<file path="src/sv/lifrk_pkg.sv">
`default_nettype none

package lifrk_pkg;

    // Fixed-point format and datapath widths
    localparam int FRAC_BITS   = 16;
    localparam int DATA_W      = 32;
    localparam int GAIN_W      = 31;
    localparam int OPND_W      = DATA_W + 1;
    localparam int PROD_W      = 2 * OPND_W;
    localparam int CNT_W       = 16;
    localparam int DECAY_W     = 17;
    localparam int DECAY_SHIFT = 16;
    localparam int ADDR_W      = 5;
    localparam int APB_W       = 32;

    localparam logic [CNT_W-1:0]   REFRACT_TICKS = 16'd2;
    localparam logic [DECAY_W-1:0] DECAY_ONE     = 17'h1_0000;

    // Register map, index = byte address / 4
    typedef enum logic [2:0] {
        REG_LEAK_REV   = 3'd0,
        REG_SYN_REV    = 3'd1,
        REG_LEAK_GAIN  = 3'd2,
        REG_SYN_HALF   = 3'd3,
        REG_SYN_FULL   = 3'd4,
        REG_THR_BASE   = 3'd5,
        REG_THR_MAX    = 3'd6,
        REG_THR_DECAY  = 3'd7
    } reg_idx_t;

    typedef struct packed {
        logic [DATA_W-1:0]  leak_reversal;
        logic [DATA_W-1:0]  syn_reversal;
        logic [GAIN_W-1:0]  leak_gain;
        logic [GAIN_W-1:0]  syn_gain_half;
        logic [GAIN_W-1:0]  syn_gain_full;
        logic [DATA_W-1:0]  thresh_base;
        logic [DATA_W-1:0]  thresh_max;
        logic [DECAY_W-1:0] thresh_decay;
    } cfg_t;

    // Operand pair fed to the shared multiplier
    typedef enum logic [2:0] {
        MUL_DRV_HALF = 3'd0,
        MUL_DRV_FULL = 3'd1,
        MUL_LEAK     = 3'd2,
        MUL_SYN      = 3'd3,
        MUL_THR      = 3'd4,
        MUL_RECIP    = 3'd5
    } mul_sel_t;

    // Update of the weighted slope sum
    typedef enum logic [1:0] {
        SUM_HOLD = 2'd0,
        SUM_LOAD = 2'd1,
        SUM_ADD2 = 2'd2,
        SUM_ADD1 = 2'd3
    } sum_op_t;

    typedef struct packed {
        logic     ld_in;
        mul_sel_t mul_sel;
        logic     syn_full;
        logic     ld_ch;
        logic     ld_cf;
        logic     ld_acc;
        logic     ld_d;
        logic     syn_zero;
        logic     ld_thr;
        logic     ld_vs;
        logic     vs_full;
        sum_op_t  sum_op;
        logic     ld_t;
        logic     ld_q;
        logic     ld_vnew;
        logic     commit;
    } dp_cmd_t;

endpackage

`default_nettype wire

</file>
<file path="src/sv/lifrk_ctrl.sv">
`default_nettype none

module lifrk_ctrl (
    input  wire logic         aclk,
    input  wire logic         aresetn,
    input  wire logic         s_tvalid,
    output logic              s_tready,
    output logic              m_tvalid,
    input  wire logic         m_tready,
    output lifrk_pkg::dp_cmd_t cmd
);

    typedef enum logic [11:0] {
        ST_IDLE = 12'b0000_0000_0001,
        ST_CH   = 12'b0000_0000_0010,
        ST_CF   = 12'b0000_0000_0100,
        ST_LK   = 12'b0000_0000_1000,
        ST_SY   = 12'b0000_0001_0000,
        ST_TM   = 12'b0000_0010_0000,
        ST_NX   = 12'b0000_0100_0000,
        ST_TP   = 12'b0000_1000_0000,
        ST_DV   = 12'b0001_0000_0000,
        ST_QC   = 12'b0010_0000_0000,
        ST_FN   = 12'b0100_0000_0000,
        ST_OUT  = 12'b1000_0000_0000
    } state_t;

    localparam logic [1:0] FIRST_STAGE = 2'd0;
    localparam logic [1:0] THIRD_STAGE = 2'd2;
    localparam logic [1:0] LAST_STAGE  = 2'd3;

    state_t     state_reg, state_next;
    logic [1:0] stage_reg, stage_next;
    logic       out_valid_reg, out_valid_next;
    logic       out_free;

    assign out_free = !out_valid_reg || m_tready;
    assign m_tvalid = out_valid_reg;

    // Sequence one item through the four slope stages and the final update
    always_comb begin
        state_next = state_reg;
        stage_next = stage_reg;
        s_tready   = 1'b0;
        cmd        = '0;
        unique case (state_reg)
            ST_IDLE: begin
                s_tready = 1'b1;
                if (s_tvalid) begin
                    cmd.ld_in  = 1'b1;
                    stage_next = FIRST_STAGE;
                    state_next = ST_CH;
                end
            end
            ST_CH: begin
                cmd.mul_sel = lifrk_pkg::MUL_DRV_HALF;
                state_next  = ST_CF;
            end
            ST_CF: begin
                cmd.ld_ch   = 1'b1;
                cmd.mul_sel = lifrk_pkg::MUL_DRV_FULL;
                state_next  = ST_LK;
            end
            ST_LK: begin
                cmd.ld_cf   = (stage_reg == FIRST_STAGE);
                cmd.mul_sel = lifrk_pkg::MUL_LEAK;
                state_next  = ST_SY;
            end
            ST_SY: begin
                // first stage has no synaptic term: use the slot for the threshold
                cmd.ld_acc   = 1'b1;
                cmd.mul_sel  = (stage_reg == FIRST_STAGE) ? lifrk_pkg::MUL_THR
                                                          : lifrk_pkg::MUL_SYN;
                cmd.syn_full = (stage_reg == LAST_STAGE);
                state_next   = ST_TM;
            end
            ST_TM: begin
                cmd.ld_d     = 1'b1;
                cmd.syn_zero = (stage_reg == FIRST_STAGE);
                cmd.ld_thr   = (stage_reg == FIRST_STAGE);
                state_next   = ST_NX;
            end
            ST_NX: begin
                cmd.ld_vs   = (stage_reg != LAST_STAGE);
                cmd.vs_full = (stage_reg == THIRD_STAGE);
                if (stage_reg == FIRST_STAGE) begin
                    cmd.sum_op = lifrk_pkg::SUM_LOAD;
                end else if (stage_reg == LAST_STAGE) begin
                    cmd.sum_op = lifrk_pkg::SUM_ADD1;
                end else begin
                    cmd.sum_op = lifrk_pkg::SUM_ADD2;
                end
                if (stage_reg == LAST_STAGE) begin
                    state_next = ST_TP;
                end else begin
                    stage_next = stage_reg + 2'd1;
                    state_next = ST_LK;
                end
            end
            ST_TP: begin
                cmd.ld_t   = 1'b1;
                state_next = ST_DV;
            end
            ST_DV: begin
                cmd.mul_sel = lifrk_pkg::MUL_RECIP;
                state_next  = ST_QC;
            end
            ST_QC: begin
                cmd.ld_q   = 1'b1;
                state_next = ST_FN;
            end
            ST_FN: begin
                cmd.ld_vnew = 1'b1;
                state_next  = ST_OUT;
            end
            ST_OUT: begin
                // hold until the output register can take the word
                if (out_free) begin
                    cmd.commit = 1'b1;
                    state_next = ST_IDLE;
                end
            end
            default: state_next = ST_IDLE;
        endcase
    end

    // Output word valid flag
    always_comb begin
        if (cmd.commit) begin
            out_valid_next = 1'b1;
        end else if (m_tready) begin
            out_valid_next = 1'b0;
        end else begin
            out_valid_next = out_valid_reg;
        end
    end

    always_ff @(posedge aclk) begin
        if (!aresetn) begin
            state_reg     <= ST_IDLE;
            stage_reg     <= FIRST_STAGE;
            out_valid_reg <= 1'b0;
        end else begin
            state_reg     <= state_next;
            stage_reg     <= stage_next;
            out_valid_reg <= out_valid_next;
        end
    end

endmodule

`default_nettype wire

</file>
<file path="config.mk">
export PLATFORM = sky130hd
export DESIGN_NAME = lifrk_ctrl
export DESIGN_NICKNAME = d
export VERILOG_FILES = /design/src/sv/lifrk_pkg.sv /design/src/sv/lifrk_ctrl.sv
export SDC_FILE = /design/constraint.sdc
export NUM_CORES = 1
export LEC_CHECK = 0
export BUFFER_PORTS_ARGS = -buffer_cell sky130_fd_sc_hd__buf_4
export CELL_PAD_IN_SITES_DETAIL_PLACEMENT = 1
export CELL_PAD_IN_SITES_GLOBAL_PLACEMENT = 2
export CORE_MARGIN = 2
export CORE_UTILIZATION = 29
export DETAILED_ROUTE_END_ITERATION = 12
export PLACE_DENSITY = 0.84
export SLEW_MARGIN = 20
export SYNTH_ARGS = -nofsm -noshare
export SYNTH_HDL_FRONTEND = slang
export SYNTH_SLANG_ARGS = --single-unit
export TNS_END_PERCENT = 100
</file>
<file path="constraint.sdc">
create_clock -name aclk -period 3.47 [get_ports aclk]
set_clock_uncertainty 0.15 [all_clocks]
set_input_delay 0.1735 -clock aclk [delete_from_list [all_inputs] [get_ports aclk]]
set_output_delay 0.1735 -clock aclk [all_outputs]
set_load 0.05 [all_outputs]
</file>
### After elaboration in Yosys (flattened, before gate mapping)

Cells that the tools add are included.

| storage, ports and cells | value |
|---|---|
| register bits after elaboration | 15 |
| output and inout bits | 21 |
| word-level logic and storage cells | 56 |

| operators by class | value |
|---|---|
| add/sub/neg operators | 1 |
| eq/ne operators | 18 |
| muxes and demuxes | 27 |
| reduce and logical (&&, ||, !) cells | 7 |

Operators with widths:

| operator | count |
|---|---|
| $pmux W12 S12 | 1 |
| $mux W12 | 2 |
| $mux W1 | 15 |
| $eq A12 B1 Y1 const B | 1 |
| $eq A12 B10 Y1 const B | 1 |
| $eq A12 B11 Y1 const B | 1 |
| $eq A12 B12 Y1 const B | 1 |
| $eq A12 B2 Y1 const B | 1 |
| $eq A12 B3 Y1 const B | 1 |
| $eq A12 B4 Y1 const B | 1 |
| $eq A12 B5 Y1 const B | 1 |
| $eq A12 B6 Y1 const B | 1 |
| $eq A12 B7 Y1 const B | 1 |
| $eq A12 B8 Y1 const B | 1 |
| $eq A12 B9 Y1 const B | 1 |
| $pmux W3 S4 | 1 |
| $mux W8 | 1 |
| $ne A2 B2 Y1 const B | 4 |
| $mux W2 | 3 |
| $mux W3 | 2 |
| $eq A2 B2 Y1 const B | 2 |
| $mux W4 | 1 |
| $pmux W2 S2 | 1 |
| $reduce_bool A2 Y1 | 2 |
| 6 further kinds | 6 |

### Longest topological paths before layout

Gate-level depths: netlist (run 1).

| depth | value |
|---|---|
| depth in word-level cells | 5 |
| depth in mapped cells | 6 |
| gate-level depth less buffers | 5 |

### Worst setup path before layout (run 1)

No wires, ideal clock.

| timing path | value |
|---|---|
| kind | register to output |
| start | reg state_reg[0] |
| end | out cmd[9] in the netlist's numbering |
| arrival time | 3.363 ns |
| required time | 3.147 ns |
| slack | -0.216 ns |
| cell stages (with the launch flop) | 5 |
| cell sequence | dfxtp_1 or4_4 or4_1 nor4_1 buf_4 |

RTL lines:

| what | RTL line | RTL |
|---|---|---|
| start, declared | lifrk_ctrl.sv:32 | `state_t state_reg, state_next;` |
| start signal, assigned | lifrk_ctrl.sv:144 | `state_reg <= state_next;` |
| end, declared | lifrk_ctrl.sv:10 | `output lifrk_pkg::dp_cmd_t cmd` |

==> flow_results.org, run 1 <==
** Synthesis
- Cell types with the highest counts after synthesis :: dfxtp_1, nor2_1, inv_1
- Mapped cell area :: 925 µm²
- Main area contributors after synthesis :: dfxtp_1, nor2_1, ha_1
- Largest area contributor in the synthesized netlist :: dfxtp_1
- Mapped Nets :: 119
- Instance count of the mapped netlist :: 112
- The Yosys step of the flow raised 0 warnings.
- Portion of the post-synthesis area used by sequential elements :: 32.5%
- For this run, the leading register cell type out of synthesis is dfxtp_1.
- Proportion of synthesized flip-flops having asynchronous set or reset :: 0%
- Mean instance size in the synthesized netlist :: 8.26 µm²
- In this run, synthesis inferred 0 flip-flops with an integrated enable.
- Yosys mapped the design onto 38 distinct sky130hd cell types.
- Register bit count reported by yosys :: 15
- Post-synth top area share :: 32.5%

** Power and ir drop
- Internal Power :: 307 µW
- Combinational logic is responsible for 41.5% of the overall power.
- Sequential cells burn 38.2% of the power.
- The clock network is responsible for 20.3% of the overall power.
- Switch share :: 41.1%
- The analysis attributes to cell leakage a power of 0.539 nW.
- VDD sags by at most 0.000307 V.
- Power Density :: 446 mW/mm²
- In this run the power spent charging and discharging nets is 214 µW.

** Timing
- In this run the tightest slew margin relative to its limit is 59.8%.
- The max-slew violation total from the final report came to 0.
- Setup violators final :: 0
- The final number of hold-violating endpoints came to 0.
- Setup slack closes at 0.449 ns.
- Summed over all failing endpoints, the final setup total negative slack is 0 ns.
- Post-route clock period utilization :: 87.1%
- Derived from the worst setup path, the maximum achievable clock frequency is 331 MHz.
- Final critical delay including setup and external delays :: 3.02 ns
- Setup repair after global routing left no endpoint under its margin.
- Worst Tran Pin Value :: 0.598 ns

** Finish
- Largest register FFs :: 12
- The finished cells cover 0.00117 mm².
- Syn-to-layout area delta :: 26.3%
- Layout Utilization :: 38.2%
- Antenna cells :: 0
- Proportion of layout cells with a drive suffix above 1 :: 26.5%
- After the last flow step, the layout net total stands at 144.

** Clocking
- The longest clock path from root to sink contains 2 buffers.
- Clock insertion delay at the later pin of the skew report :: 0.29 ns
- TritonCTS built the clock tree.
- Clock tree synthesis inserted a total of 3 buffers.
- Clock root buffer master :: clkbuf_4
- After clock tree synthesis, the clock-pin slew on the worst setup and hold paths is 0.09 ns.
- Clock H-tree levels :: 1
- Clock tree sinks :: 15

** Setup path
- The largest individual stage delay along the critical path comes from the cell or4_4.
- The critical path goes through or4_4 > or4_1 > or3b_1 > o21ai_0 > buf_4.
- Required time of the worst setup path :: 3.15 ns
- Family with the most delay on the worst path :: simple AND/OR/NAND/NOR gates
- CP Capture Type :: output port
- Along the worst path, the maximum fanout reaches 6.
- The worst setup path is of the reg2out kind.
- Data arrival time at the worst-slack endpoint :: 2.70 ns
- The setup check on the worst reg-to-reg path leaves a slack of 0.83 ns.
- The worst setup path is launched from a flip-flop.
- Crit path buffers/inverters :: 1
- On the worst path, the slowest cell contributes a delay of 0.58 ns.

** Drt
- Highest metal used :: met3
- The routed layout has 916 vias.
- In the routed layout, each cell is associated on average with a via count of 5.09.
- Detailed-route DRC error count :: 0
- 1st-iter DRT viols :: 40
- In the detailed route, the total length drawn on met3 is 144 µm.
- Wires add up to 2.57 mm.
- The first TritonRoute pass finished after 4 iterations.
- Detailed-route wire length on metal 1 :: 1.24 mm
- The detail route stage leaves a number of antenna-violating nets equal to 0.
- Wire length on met2 :: 1.19 mm
- Wire length per cell :: 14.3 µm

** Global routing
- Wire length of the first global-routing pass :: 4.32 mm
- Number of global-route vias before repair :: 871
- Antenna violations before repair :: 0
- Total congestion overflow :: 0
- Global routing used 15.8% of the available tracks across all layers.
- Entering global routing, the biggest net connects 11 pins.

** Flow run
- Number of maximum-capacitance constraint violations :: 0

** Place
- Area of placed instances :: 0.00113 mm²
- Before CTS, the worst setup slack after placement is 0.763 ns.
- Routability-driven placement congestion ratio :: 0.771
- Number of port buffers :: 24
- Half-perimeter wire length after detailed placement :: 2.01 mm

** Status
- The flow ran to the end, and the final reports show no timing, DRC or antenna violations.

** Die
- The die covers 0.00366 mm².
- Initial Util :: 30.3%
- I/O pin total :: 25
- The region available for standard cell placement spans 0.00305 mm².
- Die outline width :: 60.5 µm
- Placement row count :: 20
- Measured along the y axis, the die boundary spans 60.5 µm.

** Hold path
- Hold Path Class :: in2reg
-- worst reg2reg max path: cells and delay by family, from the launching register on --
family / cells / cell delay, ns
AOI/OAI and AO/OA: 2 / 0.52
and+or+nand+nor: 3 / 1.51
DFF: 1 / 0.36
-- routing by layer --
metal  track usage, %  vias to the layer above
met3             3.84                        0
met1             22.4                      440
met2             25.2                       25
met5                0                        -
li1                 -                      451
met4             1.86                        0
-- cell usage in the layout, fill, tap and decap left out, types with 3 or more instances in the layout --
| cell type | instances |
|---|---|
| and3_1 | 3 |
| dfxtp_1 | 15 |
| inv_1 | 9 |
| nor3_1 | 5 |
| buf_4 | 24 |
| nor4_1 | 3 |
| nor2_1 | 15 |
| o21ai_0 | 6 |
| nand4b_1 | 3 |
| ha_1 | 3 |
| nand2_1 | 6 |
| or4_4 | 3 |
| a21boi_0 | 3 |
| clkbuf_4 | 3 |
| nand3_1 | 4 |
-- timing repair --
item | CTS | global route
hold buffers | 1 | 0
hold endpoints to repair | 1 | 0
resized for setup | 0 | 0
setup buffers | 0 | 0
-- final timing paths --
check / start / end / depth (start not counted)
setup / recovery: state_reg[0]$_SDFFE_PN1P_ / cmd[17] / 5
hold / removal: aresetn / state_reg[0]$_SDFFE_PN1P_ / 2
setup reg to reg: state_reg[0]$_SDFFE_PN1P_ / state_reg[3]$_SDFFE_PN0P_ / 5
hold reg to reg: stage_reg[0]$_SDFFE_PN0P_ / stage_reg[0]$_SDFFE_PN0P_ / 2
-- cell type report --
cell class / count / area (µm²)
Tap cell: 44 / 55.1
Sequential cell: 15 / 300
Timing Repair Buffer: 25 / 190
Inverter: 9 / 33.8
Clock buffer: 4 / 26.3
Fill cell: 396 / 1890
Multi-Input combinational cell: 83 / 562
-- power by group through the flow --
stage | combinational (mW) | clock, mW | sequential [mW]
finish | 0.216 | 0.106 | 0.199
global route | 0.234 | 0.121 | 0.202
CTS | 0.217 | 0.110 | 0.199
detailed placement | 0.215 | 0 | 0.203
global placement | 0.211 | 0 | 0.201
floorplan | 0.160 | 0 | 0.200
-- stage by stage --
stage,std cells,power (mW),hold WS (ns)
global route,180,0.557,0.00123
CTS,180,0.526,0.0120
floorplan,112,0.360,0.115
finish,180,0.521,0.00921
global placement,175,0.411,0.277
detailed placement,175,0.418,0.277
-- cells by family (layout without fill, tap and decap cells) --
family                   after synthesis  after routing  synth area share, %
AO/OA/AOI/OAI                         17             17                 13.9
adder cells (fa/ha/maj)                3              3                 4.06
flip-flops                            15             15                 32.5
buffers and inverters                 14             38                 7.44
AND/OR/NAND/NOR                       61             61                 40.2
XOR/XNOR                               2              2                 1.89
No activity file was read; power rests on OpenSTA's default activity.
==> run 2: changes to the inputs <==
--- a/config.mk
+++ b/config.mk
@@ -11,6 +11,7 @@
 export CORE_MARGIN = 2
 export CORE_UTILIZATION = 29
 export DETAILED_ROUTE_END_ITERATION = 12
+export MAX_ROUTING_LAYER = met4
 export PLACE_DENSITY = 0.84
 export SLEW_MARGIN = 20
 export SYNTH_ARGS = -nofsm -noshare
==> run 2 against run 1 <==
Compared with the run above: non-clock buffer count unchanged; die area stayed put; clock power hardly changed; flip-flop and latch count stayed put; first-iteration DRC count stayed put; critical path depth stayed put; utilization did not move; register-to-register slack barely moved; final cell count unchanged; power hardly changed; global-route usage grew 0.50 points; final area unchanged; critical path type unchanged; critical endpoint unchanged.
==> flow_results.org, run 2 (synthesis gave the netlist of run 1 again) <==
** Place
- The setup slack at placement was 0.763 ns (unchanged).
- The number of buffers added on ports was 24 (unchanged).
- The estimated wirelength of the detail-placed design is 2.01 mm (unchanged).
- The placer's final routability congestion estimate was 0.781 (+1.4%).

** Drt
- The length of routed wiring on met1 was 1.25 mm (+0.24%).
- Detailed-route DRC error count :: 0 (unchanged)
- The residual antenna-violating net count after detailed routing came to 0 (unchanged).
- The highest metal layer carrying signal wires in the routed design is met4.
- 1st-iter DRT viols :: 40 (unchanged)
- The number of iterations in the first detailed-routing pass was 4 (unchanged).
- The total routed wirelength came to 2.58 mm (+0.12%).
- The total met3 wirelength after detailed routing came to 148 µm (+2.8%).
- The mean routed wirelength per cell came to 14.3 µm (+0.12%).
- Via/cell ratio :: 5.11 (+0.44%)
- Wire length on met2 :: 1.18 mm (-0.67%)
- Vias :: 920 (+0.44%)

** Setup path
- The signal arrival time at the worst endpoint is 2.70 ns (about the same).
- STA classifies the critical path startpoint as a flip-flop.
- CP Capture Type :: output port
- Required time of the worst setup path :: 3.15 ns (about the same)
- Critical R2R Launch :: state_reg[0]$_SDFFE_PN1P_
- The count of cells along the worst register-to-register path came to 5 (unchanged).
- Crit path max fanout :: 6 (unchanged)
- In this run the worst setup path begins at state_reg[0]$_SDFFE_PN1P_.
- Crit Path Category :: reg2out

** Clocking
- Post_cts resized :: 0 (unchanged)
- Register clock-pin slew on the reported worst setup and hold paths :: 0.09 ns (about the same)
- The TritonCTS sink count is 15 (unchanged).
- The count of H-tree levels built during CTS was 1 (unchanged).
- The clock buffer count from CTS came to 3 (unchanged).
- Maximum buffer depth of the clock tree :: 2 (unchanged)
- The clock network latency to the later pin of the worst-skew pair is 0.29 ns (about the same).
- In this run the clock root is driven by a clkbuf_4.
- TritonCTS clock tree :: yes

** Timing
- Worst Tran Pin Value :: 0.598 ns (+0.000000179 ns)
- The max-slew violation total from the final report is 0 (unchanged).
- Highest clock frequency the design can meet :: 331 MHz (about the same)
- The final critical path time including I/O delays and setup came to 3.02 ns (+0.000555 ns).
- Fin worst setup slack :: 0.449 ns (-0.000555 ns)
- The headroom to the max-slew limit is 59.8% (unchanged).
- Post-route clock period utilization :: 87.1% (about the same)
- The final worst hold slack is 0.00925 ns (+0.0000467 ns).
- The final number of hold-violating endpoints came to 0 (unchanged).
- Setup repair after global routing left no endpoint under its margin.
- The total of endpoints with negative setup slack in the final report was 0 (unchanged).
- Setup total negative slack :: 0 ns (unchanged)

** Die
- The area of the core came to 0.00305 mm² (unchanged).
- The number of top-level pins is 25 (unchanged).
- The die outline width was 60.5 µm (unchanged).
- The area of the die came to 0.00366 mm² (unchanged).
- The die height was 60.5 µm (unchanged).
- The starting density of the core was 30.3% (unchanged).
- Placement row count :: 20 (unchanged)

** Hold path
- WHS Path Cells :: 2 (unchanged)
- In this run the most critical hold path is launched from aresetn.
- In this run the worst hold path is classified as in2reg.

** Global routing
- Number of global-route vias before repair :: 870 (-0.11%)
- Total congestion overflow :: 0 (unchanged)
- The maximum number of pins on one net before global-route repair came to 11 (unchanged).
- Antenna violations before repair :: 0 (unchanged)
- The global-route wire length before repair was 4.32 mm (unchanged).
- The aggregate global-route resource usage came to 16.3% (+0.50 points).

** Power and ir drop
- The maximum vdd ir drop came to 0.000307 V (about the same).
- Overall Power :: 521 µW (about the same)
- The power density of the placed cells is 446 mW/mm² (about the same).
- The static power due to leakage is 0.539 nW (unchanged).

** Finish
- The proportion of layout cells with a drive suffix above 1 came to 26.5% (unchanged).
- Syn-to-layout area delta :: 26.3% (unchanged)
- Antenna cells :: 0 (unchanged)
- Highest-count cells in the layout ignoring fill and taps :: buf_4, nor2_1, dfxtp_1, inv_1
- FILL cells :: 396 (unchanged)
- The flip-flop count of the largest register after layout was 12 (unchanged).
- Commonest non-fill, non-tap cell in the layout :: buf_4
- Post-layout net count :: 144 (unchanged)

** Flow run
- The reported max-cap violation count was 0 (unchanged).

** Status
- The flow ran to the end, and the final reports show no timing, DRC or antenna violations.
-- run 2: cell counts in the layout (fill, tap and decap cells not counted) --
No cell type changed its count.
-- run 2: per-stage QoR --
step,std cells,cell area [µm²],util (%)
global placement,175,1130,37.0
CTS,180,1170,38.2
detailed placement,175,1130,37.0
finish,180,1170,38.2
floorplan,112,931,-
global route,180,1170,38.2
-- run 2: what timing repair did --
| item | in CTS | in global routing |
|---|---|---|
| buffers inserted | 0 | 0 |
| hold buffers | 1 | 0 |
| endpoints found under the hold margin | 1 | 0 |
-- run 2: routing by layer --
layer | up-vias | global-route usage, %
met2 | 27 | 25.2
met5 | - | -
met1 | 440 | 22.4
met4 | 0 | 1.86
met3 | 2 | 3.84
li1 | 451 | -
-- run 2: final timing paths --
check	to	slack (ns)
worst max-delay path	cmd[17]	0.45
worst min-delay path	state_reg[0]$_SDFFE_PN1P_	0.009
worst max register to register	state_reg[3]$_SDFFE_PN0P_	0.83
worst min register to register	stage_reg[0]$_SDFFE_PN0P_	0.38
-- run 2: worst max-delay path: stages, from the launching register on --
cell and delay [ns]:
dfxtp_1 0.36, or4_4 0.58, or4_1 0.57, or3b_1 0.48
o21ai_0 0.19, buf_4 0.22
-- run 2: report_power, final --
part,internal [mW],total (mW),switching [mW]
Combinational,0.0784,0.216,0.138
Sequential,0.184,0.199,0.0151
Clock,0.0447,0.106,0.0611
Total,0.307,0.521,0.214
-- run 2: area by class of cell --
cell class	count	area, µm²	area share (%)
Tap cell	44	55.1	4.72
Clock buffer	4	26.3	2.25
Multi-Input combinational cell	83	562	48.1
Timing Repair Buffer	25	190	16.3
Inverter	9	33.8	2.89
Sequential cell	15	300	25.7
